<file path="src/rtl/rau_pkg.sv">
// rational arithmetic unit: shared types and constants
// no dependencies
package rau_pkg;

    localparam int NUM_W = 33;
    localparam int DEN_W = 32;
    localparam int WORK_W = 34;

    typedef enum logic [2:0] {
        FUNC_ADD = 3'd0,
        FUNC_SUB = 3'd1,
        FUNC_MUL = 3'd2,
        FUNC_DIV = 3'd3,
        FUNC_RED = 3'd4
    } func_t;

    typedef enum logic [3:0] {
        ST_IDLE,
        ST_MUL1,
        ST_MUL2,
        ST_COMB,
        ST_GCD,
        ST_DIVN,
        ST_DIVD,
        ST_OUT
    } state_t;

    // controller to datapath
    typedef struct packed {
        logic load;
        logic mul1;
        logic mul2;
        logic comb;
        logic gcd_step;
        logic div_start_n;
        logic div_start_d;
        logic div_step;
        logic fin_n;
        logic fin_d;
    } cmd_t;

    // datapath to controller
    typedef struct packed {
        logic zero_part;
        logic gcd_done;
        logic div_done;
    } sts_t;

endpackage

</file>
<file path="src/rtl/rau_ctrl.sv">
// rational arithmetic unit: sequencing state machine
// depends on rau_pkg
module rau_ctrl (
    input  logic            aclk,
    input  logic            aresetn,
    input  logic            in_fire,
    input  logic            out_fire,
    input  rau_pkg::sts_t   sts,
    output rau_pkg::cmd_t   cmd,
    output logic            busy,
    output logic            res_valid
);
    import rau_pkg::*;

    state_t state_reg, state_next;

    // state register
    always_ff @(posedge aclk) begin
        if (!aresetn) begin
            state_reg <= ST_IDLE;
        end else begin
            state_reg <= state_next;
        end
    end

    // next state and commands
    always_comb begin
        state_next = state_reg;
        cmd = '0;
        busy = 1'b1;
        res_valid = 1'b0;
        case (state_reg)
            ST_IDLE: begin
                busy = 1'b0;
                if (in_fire) begin
                    cmd.load = 1'b1;
                    state_next = ST_MUL1;
                end
            end
            ST_MUL1: begin
                cmd.mul1 = 1'b1;
                state_next = ST_MUL2;
            end
            ST_MUL2: begin
                cmd.mul2 = 1'b1;
                state_next = ST_COMB;
            end
            ST_COMB: begin
                cmd.comb = 1'b1;
                state_next = ST_GCD;
            end
            ST_GCD: begin
                if (sts.zero_part) begin
                    state_next = ST_OUT;
                end else if (sts.gcd_done) begin
                    cmd.div_start_n = 1'b1;
                    state_next = ST_DIVN;
                end else begin
                    cmd.gcd_step = 1'b1;
                end
            end
            ST_DIVN: begin
                if (sts.div_done) begin
                    cmd.fin_n = 1'b1;
                    cmd.div_start_d = 1'b1;
                    state_next = ST_DIVD;
                end else begin
                    cmd.div_step = 1'b1;
                end
            end
            ST_DIVD: begin
                if (sts.div_done) begin
                    cmd.fin_d = 1'b1;
                    state_next = ST_OUT;
                end else begin
                    cmd.div_step = 1'b1;
                end
            end
            ST_OUT: begin
                res_valid = 1'b1;
                if (out_fire) begin
                    state_next = ST_IDLE;
                end
            end
            default: begin
                state_next = ST_IDLE;
            end
        endcase
    end

    // a result is only offered from the output state
    assert property (@(posedge aclk) disable iff (!aresetn)
        res_valid |-> state_reg == ST_OUT)
        else $error("result offered outside output state");
    // an accepted item always starts the multiply sequence
    assert property (@(posedge aclk) disable iff (!aresetn)
        in_fire |=> state_reg == ST_MUL1)
        else $error("accept did not start work");
    // no accept while busy
    assert property (@(posedge aclk) disable iff (!aresetn)
        busy |-> !cmd.load)
        else $error("load while busy");

endmodule

</file>
<file path="src/rtl/rau_dp.sv">
// rational arithmetic unit: products, binary gcd and restoring divider
// depends on rau_pkg
module rau_dp #(
    parameter int OPERAND_BITS = 16
) (
    input  logic                        aclk,
    input  rau_pkg::cmd_t               cmd,
    input  logic [2:0]                  func,
    input  logic signed [OPERAND_BITS-1:0] num_a,
    input  logic signed [OPERAND_BITS-1:0] den_a,
    input  logic signed [OPERAND_BITS-1:0] num_b,
    input  logic signed [OPERAND_BITS-1:0] den_b,
    output rau_pkg::sts_t               sts,
    output logic signed [rau_pkg::NUM_W-1:0] num_out,
    output logic signed [rau_pkg::DEN_W-1:0] den_out
);
    import rau_pkg::*;

    localparam int PW = 2 * OPERAND_BITS;
    localparam int W = (PW + 2 > WORK_W) ? PW + 2 : WORK_W;
    localparam int CW = $clog2(W + 1);

    logic [2:0] func_reg;
    logic signed [OPERAND_BITS-1:0] na_reg, da_reg, nb_reg, db_reg;
    logic signed [PW-1:0] p1_reg, p2_reg, p3_reg;
    logic signed [W-1:0] n_reg, d_reg;
    logic [W-1:0] x_reg, y_reg, g_reg;
    logic [CW-1:0] sh_reg;
    logic [W-1:0] q_reg, r_reg, dvd_reg;
    logic [CW-1:0] cnt_reg;
    logic neg_n_reg, neg_d_reg;
    logic signed [NUM_W-1:0] nout_reg;
    logic signed [DEN_W-1:0] dout_reg;
    logic signed [OPERAND_BITS-1:0] ma, mb;
    logic signed [W-1:0] sum_w;
    logic [W-1:0] r_sh, diff;
    logic is_ar;

    assign is_ar = (func_reg == FUNC_ADD) || (func_reg == FUNC_SUB);

    // operand select for the shared multiplier
    always_comb begin
        ma = na_reg;
        mb = db_reg;
        if (cmd.mul2) begin
            if (func_reg == FUNC_MUL) begin
                ma = na_reg;
                mb = nb_reg;
            end else begin
                ma = da_reg;
                mb = nb_reg;
            end
        end
    end

    // combine cross products
    always_comb begin
        case (func_reg)
            FUNC_ADD: sum_w = W'(p1_reg) + W'(p2_reg);
            FUNC_SUB: sum_w = W'(p1_reg) - W'(p2_reg);
            FUNC_MUL: sum_w = W'(p2_reg);
            FUNC_DIV: sum_w = W'(p1_reg);
            default:  sum_w = W'(na_reg);
        endcase
    end

    // one restoring division step
    assign r_sh = {r_reg[W-2:0], dvd_reg[W-1]};
    assign diff = r_sh - g_reg;

    // datapath registers
    always_ff @(posedge aclk) begin
        if (cmd.load) begin
            func_reg <= func;
            na_reg <= num_a;
            da_reg <= den_a;
            nb_reg <= num_b;
            db_reg <= den_b;
        end
        if (cmd.mul1) begin
            p1_reg <= ma * mb;
            p3_reg <= da_reg * db_reg;
        end
        if (cmd.mul2) begin
            p2_reg <= ma * mb;
        end
        if (cmd.comb) begin
            n_reg <= sum_w;
            if (is_ar || func_reg == FUNC_MUL) begin
                d_reg <= W'(p3_reg);
            end else if (func_reg == FUNC_DIV) begin
                d_reg <= W'(p2_reg);
            end else begin
                d_reg <= W'(da_reg);
            end
            x_reg <= sum_w[W-1] ? -sum_w : sum_w;
            neg_n_reg <= sum_w[W-1];
            sh_reg <= '0;
            nout_reg <= NUM_W'(sum_w);
        end
        if (cmd.comb) begin
            if (is_ar || func_reg == FUNC_MUL) begin
                y_reg <= p3_reg[PW-1] ? -W'(p3_reg) : W'(p3_reg);
                neg_d_reg <= p3_reg[PW-1];
                dout_reg <= DEN_W'(p3_reg);
            end else if (func_reg == FUNC_DIV) begin
                y_reg <= p2_reg[PW-1] ? -W'(p2_reg) : W'(p2_reg);
                neg_d_reg <= p2_reg[PW-1];
                dout_reg <= DEN_W'(p2_reg);
            end else begin
                y_reg <= da_reg[OPERAND_BITS-1] ? -W'(da_reg) : W'(da_reg);
                neg_d_reg <= da_reg[OPERAND_BITS-1];
                dout_reg <= DEN_W'(da_reg);
            end
        end
        // binary gcd step: strip common twos, then odd parts
        if (cmd.gcd_step) begin
            if (!x_reg[0] && !y_reg[0]) begin
                x_reg <= x_reg >> 1;
                y_reg <= y_reg >> 1;
                sh_reg <= sh_reg + 1'b1;
            end else if (!x_reg[0]) begin
                x_reg <= x_reg >> 1;
            end else if (!y_reg[0]) begin
                y_reg <= y_reg >> 1;
            end else if (x_reg >= y_reg) begin
                x_reg <= (x_reg - y_reg) >> 1;
            end else begin
                y_reg <= (y_reg - x_reg) >> 1;
            end
        end
        if (cmd.div_start_n) begin
            g_reg <= (x_reg == '0 ? y_reg : x_reg) << sh_reg;
        end
        if (cmd.div_start_n) begin
            dvd_reg <= n_reg[W-1] ? -n_reg : n_reg;
        end else if (cmd.div_start_d) begin
            dvd_reg <= d_reg[W-1] ? -d_reg : d_reg;
        end else if (cmd.div_step) begin
            dvd_reg <= dvd_reg << 1;
        end
        if (cmd.div_start_n || cmd.div_start_d) begin
            r_reg <= '0;
            q_reg <= '0;
            cnt_reg <= '0;
        end else if (cmd.div_step) begin
            r_reg <= diff[W-1] ? r_sh : diff;
            q_reg <= {q_reg[W-2:0], ~diff[W-1]};
            cnt_reg <= cnt_reg + 1'b1;
        end
        if (cmd.fin_n) begin
            nout_reg <= NUM_W'(neg_n_reg ? -q_reg : q_reg);
        end
        if (cmd.fin_d) begin
            dout_reg <= DEN_W'(neg_d_reg ? -q_reg : q_reg);
        end
    end

    assign sts.zero_part = (n_reg == '0) || (d_reg == '0);
    assign sts.gcd_done = (x_reg == '0) || (y_reg == '0);
    assign sts.div_done = (cnt_reg == CW'(W));
    assign num_out = nout_reg;
    assign den_out = dout_reg;

endmodule

</file>
<file path="src/rtl/rational_arithmetic_unit_core.sv">
// rational arithmetic unit top level: handshakes, controller and datapath
// depends on rau_pkg, rau_ctrl, rau_dp
//
// channel   dir  tdata fields (lsb first)                 tuser
// s_axis    in   num_a, den_a, num_b, den_b               func
// m_axis    out  num_out, den_out, zero pad to 72 bits    none
//
// one item at a time: after the accept, the products and combine run through
// the MUL1, MUL2 and COMB states, then binary gcd steps, then two restoring
// divisions over the W-bit work width (W = 34 at 16-bit operands); zero parts
// skip reduction and go from the gcd state straight to the output state; the
// next accept waits for the return to the idle state after the result transfer.
// reset is synchronous active low and holds s_tready low; a stalled result
// holds m_tvalid and data.
module rational_arithmetic_unit_core #(
    parameter int OPERAND_BITS = 16
) (
    input  logic                        aclk,
    input  logic                        aresetn,
    input  logic                        s_tvalid,
    output logic                        s_tready,
    input  logic [4*OPERAND_BITS-1:0]   s_tdata,   // num_a, den_a, num_b, den_b
    input  logic [2:0]                  s_tuser,   // func
    output logic                        m_tvalid,
    input  logic                        m_tready,
    output logic [71:0]                 m_tdata    // num_out, den_out, pad
);
    import rau_pkg::*;

    cmd_t cmd;
    sts_t sts;
    logic busy;
    logic in_fire, out_fire;
    logic signed [NUM_W-1:0] num_out;
    logic signed [DEN_W-1:0] den_out;

    assign s_tready = !busy && aresetn;
    assign in_fire = s_tvalid && s_tready;
    assign out_fire = m_tvalid && m_tready;

    // sequencing
    rau_ctrl u_ctrl (
        .aclk      (aclk),
        .aresetn   (aresetn),
        .in_fire   (in_fire),
        .out_fire  (out_fire),
        .sts       (sts),
        .cmd       (cmd),
        .busy      (busy),
        .res_valid (m_tvalid)
    );

    // arithmetic
    rau_dp #(.OPERAND_BITS(OPERAND_BITS)) u_dp (
        .aclk    (aclk),
        .cmd     (cmd),
        .func    (s_tuser),
        .num_a   (s_tdata[OPERAND_BITS-1:0]),
        .den_a   (s_tdata[2*OPERAND_BITS-1:OPERAND_BITS]),
        .num_b   (s_tdata[3*OPERAND_BITS-1:2*OPERAND_BITS]),
        .den_b   (s_tdata[4*OPERAND_BITS-1:3*OPERAND_BITS]),
        .sts     (sts),
        .num_out (num_out),
        .den_out (den_out)
    );

    assign m_tdata = {7'd0, den_out, num_out};

endmodule

</file>
<file path="config.mk">
export PLATFORM = sky130hd
export DESIGN_NAME = rational_arithmetic_unit_core
export DESIGN_NICKNAME = d
export VERILOG_FILES = /design/src/rtl/rau_pkg.sv /design/src/rtl/rau_ctrl.sv /design/src/rtl/rau_dp.sv /design/src/rtl/rational_arithmetic_unit_core.sv
export SDC_FILE = /design/constraint.sdc
export NUM_CORES = 2
export LEC_CHECK = 0
export BUFFER_PORTS_ARGS = -buffer_cell sky130_fd_sc_hd__buf_4
export CAP_MARGIN = 20
export CORE_MARGIN = 1
export CORE_UTILIZATION = 55
export DETAILED_ROUTE_END_ITERATION = 10
export PLACE_DENSITY = 0.78
export SLEW_MARGIN = 20
export SYNTH_ARGS = -nofsm -noshare
export SYNTH_HDL_FRONTEND = slang
export SYNTH_SLANG_ARGS = --single-unit
</file>
<file path="constraint.sdc">
create_clock -name aclk -period 12.6 [get_ports aclk]
set_clock_uncertainty 0.05 [all_clocks]
set_input_delay 0.63 -clock aclk [delete_from_list [all_inputs] [get_ports aclk]]
set_output_delay 0.63 -clock aclk [all_outputs]
set_load 0.01 [all_outputs]
</file>
* Word-level counts from Yosys, hierarchy flattened *
Index checks and enable logic that the tools add are counted.

word-level totals
  register bits = 516
  bits of input ports = 71
  word-level logic and storage cells = 146

operators by class
  add/sub/neg operators = 14
  $mul = 2
  order comparisons = 1
  equal/unequal tests = 16
  shift operators = 1
  mux-type cells = 66
  bitwise logic cells = 1
  reductions and logical operators = 22

operators with widths
  cell                                           count
  2-to-1 mux 34 bit                              26
  2-to-1 mux 32 bit                              5
  zero test 34 bit                               4
  one-hot mux 34 bit (4 select lines)            1
  2-to-1 mux 33 bit                              4
  negator 34 bit                                 3
  subtractor 34 bit                              3
  negator 32 -> 34 bit                           2
  multiplier 16 x 16 -> 32 bit                   2
  2-to-1 mux 16 bit                              3
  greater-or-equal comparator 34 bit             1
  negator 16 -> 34 bit                           1
  << shifter 34 x 6 -> 34 bit                    1
  adder 32 x 32 -> 33 bit                        1
  negator 33 bit                                 1
  subtractor 32 x 32 -> 33 bit                   1
  one-hot mux 4 bit (8 select lines)             1
  2-to-1 mux 4 bit                               6
  2-to-1 mux 6 bit                               3
  == test 4 x 3 -> 1 bit, second input constant  4
  2-to-1 mux 1 bit                               15
  adder 6 x 1 -> 6 bit, second input constant    2
  == test 4 x 2 -> 1 bit, second input constant  2
  != test 2 bit, second input constant           4
  16 further kinds                               27

* Logic depth before layout (Yosys ltp) *
  depth in word-level cells = 10
  depth in mapped cells = 34
  mapped depth without buffers = 30

* Cells and area by module *
From an unflattened synthesis, not the netlist that was laid out.

second synthesis, totals
  cell total of the unflattened synthesis = 6211
  area total of the unflattened synthesis = 55619.6 um^2

by module, submodules not included
  module                         instances  cells an instance  area an instance (um^2)
  rau_dp                         1          6158               55206.7
  rau_ctrl                       1          42                 335.3
  rational_arithmetic_unit_core  1          11                 77.6

* Worst setup path after synthesis *
OpenSTA, ideal clock, no wires.

  path kind = register to register
  start point = reg u_ctrl.state_reg[2]
  end point = reg u_dp.p1_reg[31], data pin
  setup time = 0.264 ns
  arrival time = 8.247 ns
  data required time = 12.286 ns
  slack = 4.039 ns
  stages on the path, launching flop included = 28
  buffers on the path = 3
  clock period less this slack = 8.561 ns
  path through = dfxtp_1 clkbuf_1 nor3_1 clkbuf_1 clkbuf_1 mux2_2 nand2_1 fa_1 fa_1 inv_1 fa_1 fa_1 fa_1 inv_1 fa_1 inv_1 ha_1 a21o_1 a21o_1 a21oi_1 o21ai_0 a21o_1 a211oi_1 a221oi_1 o41ai_1 o21ai_0 a21oi_1 xnor2_1

on the way
  cells in the longest elaborated chain, start to end = 4
  elaborated cells on any way between the ends = 5
  those cells by class = 1 x mul; 1 x eq/ne; 3 x mux

RTL lines
  item                            line            source
  start, declared                 rau_ctrl.sv:15  state_t state_reg, state_next;
  start signal, assigned          rau_ctrl.sv:22  state_reg <= state_next;
  == test 4 x 2 -> 1 bit *        rau_ctrl.sv:32  case (state_reg)
  2-to-1 mux 1 bit *              rau_ctrl.sv:32
  2-to-1 mux 16 bit               rau_dp.sv:45    if (cmd.mul2) begin
  multiplier 16 x 16 -> 32 bit *  rau_dp.sv:81    p1_reg <= ma * mb;
  end signal, assigned            rau_dp.sv:81
  end, declared                   rau_dp.sv:25    logic signed [PW-1:0] p1_reg, p2_reg, p3_reg;

Every way passes the cells marked *; elsewhere a longest branch is shown, timed or not.
A chain may end at the register's enable or synchronous reset.

* Worst setup path after layout *
  start point = reg u_dp.func_reg[2]
  end point = reg u_dp.p2_reg[31], data pin

on the way
  cells in the longest elaborated chain, start to end = 4

RTL lines
  item                          line          source
  start, declared               rau_dp.sv:23  logic [2:0] func_reg;
  start signal, assigned        rau_dp.sv:74  func_reg <= func;
  == test 3 x 2 -> 1 bit        rau_dp.sv:46  if (func_reg == FUNC_MUL) begin
  2-to-1 mux 16 bit             rau_dp.sv:46
  2-to-1 mux 16 bit             rau_dp.sv:45
  multiplier 16 x 16 -> 32 bit  rau_dp.sv:85  p2_reg <= ma * mb;
  end signal, assigned          rau_dp.sv:85
  end, declared                 rau_dp.sv:25

No other way between the ends.

==> reports/metrics.csv <==
stage,metric,value,unit
final_layout,instances_no_fill,7463,
floorplan,core,98700,um^2
setup_path,criticalPathCategory,reg2reg,
global_route,grt_pass1_wl,273000,um
clock_tree,clock_latency,710,ps
clock_tree,cts_tree,built,
worst_hold_path,min-delay-start,s_tdata[29],
floorplan,pin_count,145,
job,drv_cap,0,
clock_tree,h-tree-depth,2,
clock_tree,post-cts-setup-buffers,0,
setup_path,arrival,9190,ps
clock_tree,cts_buffers,58,
clock_tree,ctsHoldBuffers,0,
timing,fmax,113,MHz
timing,finalSetupViolations,0,
route,final_antenna_net_count,0,
placed_design,gp_congestion,1.05,
final_layout,syn2layout_area_growth,7.54,%
setup_path,r2r-end,u_dp.p2_reg[31]$_DFFE_PN_,
timing,relSlewSlack,12.0,%
timing,slew_violations,0,
yosys,yosys_warnings,0,
final_layout,drive_gt1_share,7.63,%
setup_path,worstPathMaxFanout,67,
clock_tree,cts_sinks,510,
route,avgRoutedWirePerCell,24.0,um
yosys,synthFlopType,edfxtp_1,
yosys,synth_edf_count,361,
timing,tns,0,ps
worst_hold_path,min_to,u_dp.da_reg[13]$_DFFE_PP_,
floorplan,die_x,318,um
setup_path,crit_path_start,u_dp.func_reg[2]$_DFFE_PP_,
clock_tree,cts_buffer_depth,3,
clock_tree,cts_resized,0,
setup_path,r2r_slack,3760,ps
route,vias_per_cell,6.23,
global_route,grt_max_degree,79,
setup_path,setup.worst_path.end_class,register,
final_layout,nNetsFinal,7035,
route,drtIter0Drc,5348,
setup_path,worstPathRequired,12950,ps
yosys,async_flop_share,0,%
worst_hold_path,min_path_type,in2reg,
worst_hold_path,holdPathStages,1,
timing,hold_ws,49.1,ps
placed_design,io_buffer_count,137,
final_layout,postLayoutCoreUtil,59.9,%
clock_tree,root_buffer,clkbuf_16,
floorplan,row_count,115,
global_route,track_usage,35.2,%
placed_design,dp.cells,7354,
timing,period_minus_slack,8840,ps
yosys,ys_ff_latch,510,
final_layout,final_common_cell,inv_1,
yosys,synth_area_per_cell,8.94,um^2
outcome,outcome,completed,
timing,hold_viol_final,0,
setup_path,startpoint_type,register,
timing,rsz0062_at_grt,false,
yosys,ys_types,94,
timing,min_period_over_period,70.2,%
setup_path,cpMaxStageDelayCell,mux2i_1,
placed_design,hpwl,139000,um
yosys,synth_area,55000,um^2
timing,worst_slew_pin_slew,1310,ps
yosys,yosysSeqAreaShare,25.2,%
route,wl,179000,um
global_route,grt_pass1_vias,45299,
floorplan,die_h,318,um
final_layout,final_cell_mix,"inv_1, nand2_1, fa_1, nor2_1, edfxtp_1",
setup_path,timing.rr.start,u_dp.func_reg[2]$_DFFE_PP_,
setup_path,critPathMaxStageDelay,810,ps
setup_path,crit_top_cell,fa_1,
floorplan,design.die.area,101000,um^2
global_route,overflow,0,
floorplan,start_util,55.7,%
route,drc,0,
global_route,grt_antenna_before_repair,7,
setup_path,worst_r2r_path_depth,27,
yosys,synthCells,6149,
route,dr.pass1.iters,6,
clock_tree,clkTransAtPathRegs,60,ps
route,vias,46504,
-- per-stage QoR --
stage | worst slack (ps) | area, um^2
after detailed placement | 3920 | 57200
after global routing | 3320 | 59100
after floorplan | 4040 | 55000
final | 3760 | 59100
after CTS | 3850 | 59100
after global placement | 4100 | 57200
-- synth_stat cells, types with 23 or more instances --
cell	count	area (um^2)
a211oi_1	80	601
a21o_1	100	751
a21oi_1	333	1670
a221o_1	23	230
a22oi_1	40	300
a31oi_1	34	213
and2_1	120	751
and3_1	28	175
clkbuf_1	289	1080
dfxtp_1	149	2980
edfxtp_1	361	10800
fa_1	528	10600
ha_1	309	3870
inv_1	764	2870
mux2_2	59	664
mux2i_1	186	1860
nand2_1	720	2700
nand2b_1	54	338
nand3_1	58	290
nand4_1	37	231
nor2_1	435	1630
nor2b_1	32	200
nor3_1	64	320
nor4_1	44	275
o211ai_1	43	323
o21a_1	35	263
o21ai_0	348	1740
o21bai_1	28	210
o22ai_1	24	150
o31ai_1	50	375
or2_2	24	150
or3_1	57	357
xnor2_1	231	2020
xor2_1	192	1680
-- worst max-delay path, delay by kind of cell, from the launching register on --
family | cells | cell delay (ps)
AND/OR/NAND/NOR | 2 | 350
adder cells (fa/ha/maj) | 7 | 3250
flip-flops | 1 | 310
XOR/XNOR | 1 | 100
buffers and inverters | 5 | 1290
multiplexers | 1 | 810
AO/OA/AOI/OAI | 11 | 2360
-- layout make-up --
type,count,area (um^2)
fill,8460,39600
antenna,1,2.50
multi-input combinational,4550,37100
clock inverter,35,363
timing repair buffer,240,1800
tap,1287,1610
clock buffer,73,1550
inverter,767,2880
sequential,510,13800
-- routing by layer --
layer | part of all wire (%) | up-vias | global-route usage [%]
met4 | 5.2 | 4 | 16.0
met3 | 11 | 416 | 6.35
met2 | 43 | 2653 | 53.5
met1 | 41 | 22692 | 49.0
li1 | - | 20739 | -
met5 | 0.015 | - | 0
-- logic make-up (layout without fill, tap and decap cells) --
family	Yosys count	in the layout	synth area share, %
other	1	8	0.00682
AO/OA/AOI/OAI	1295	1295	15.0
XOR/XNOR	423	423	6.74
multiplexers	250	250	4.76
buffers and inverters	1095	1115	7.59
AND/OR/NAND/NOR	1738	1738	14.5
flip-flops	510	510	25.2
adder cells (fa/ha/maj)	837	837	26.3
-- worst max path at each step --
stage / to / depth (start not counted) / slack (ps)
finish: u_dp.p2_reg[31]$_DFFE_PN_ / 27 / 3760
global route: u_dp.p2_reg[31]$_DFFE_PN_ / 27 / 3320
CTS: u_dp.p2_reg[31]$_DFFE_PN_ / 27 / 3850
detailed placement: u_dp.p1_reg[31]$_DFFE_PP_ / 27 / 3920
global placement: u_dp.p1_reg[31]$_DFFE_PP_ / 27 / 4100
floorplan: u_dp.p1_reg[31]$_DFFE_PP_ / 27 / 4040
Power is left out: the tool's default activity adds up to more than one toggle a clock period on the data nets, which glitch-free logic cannot reach.
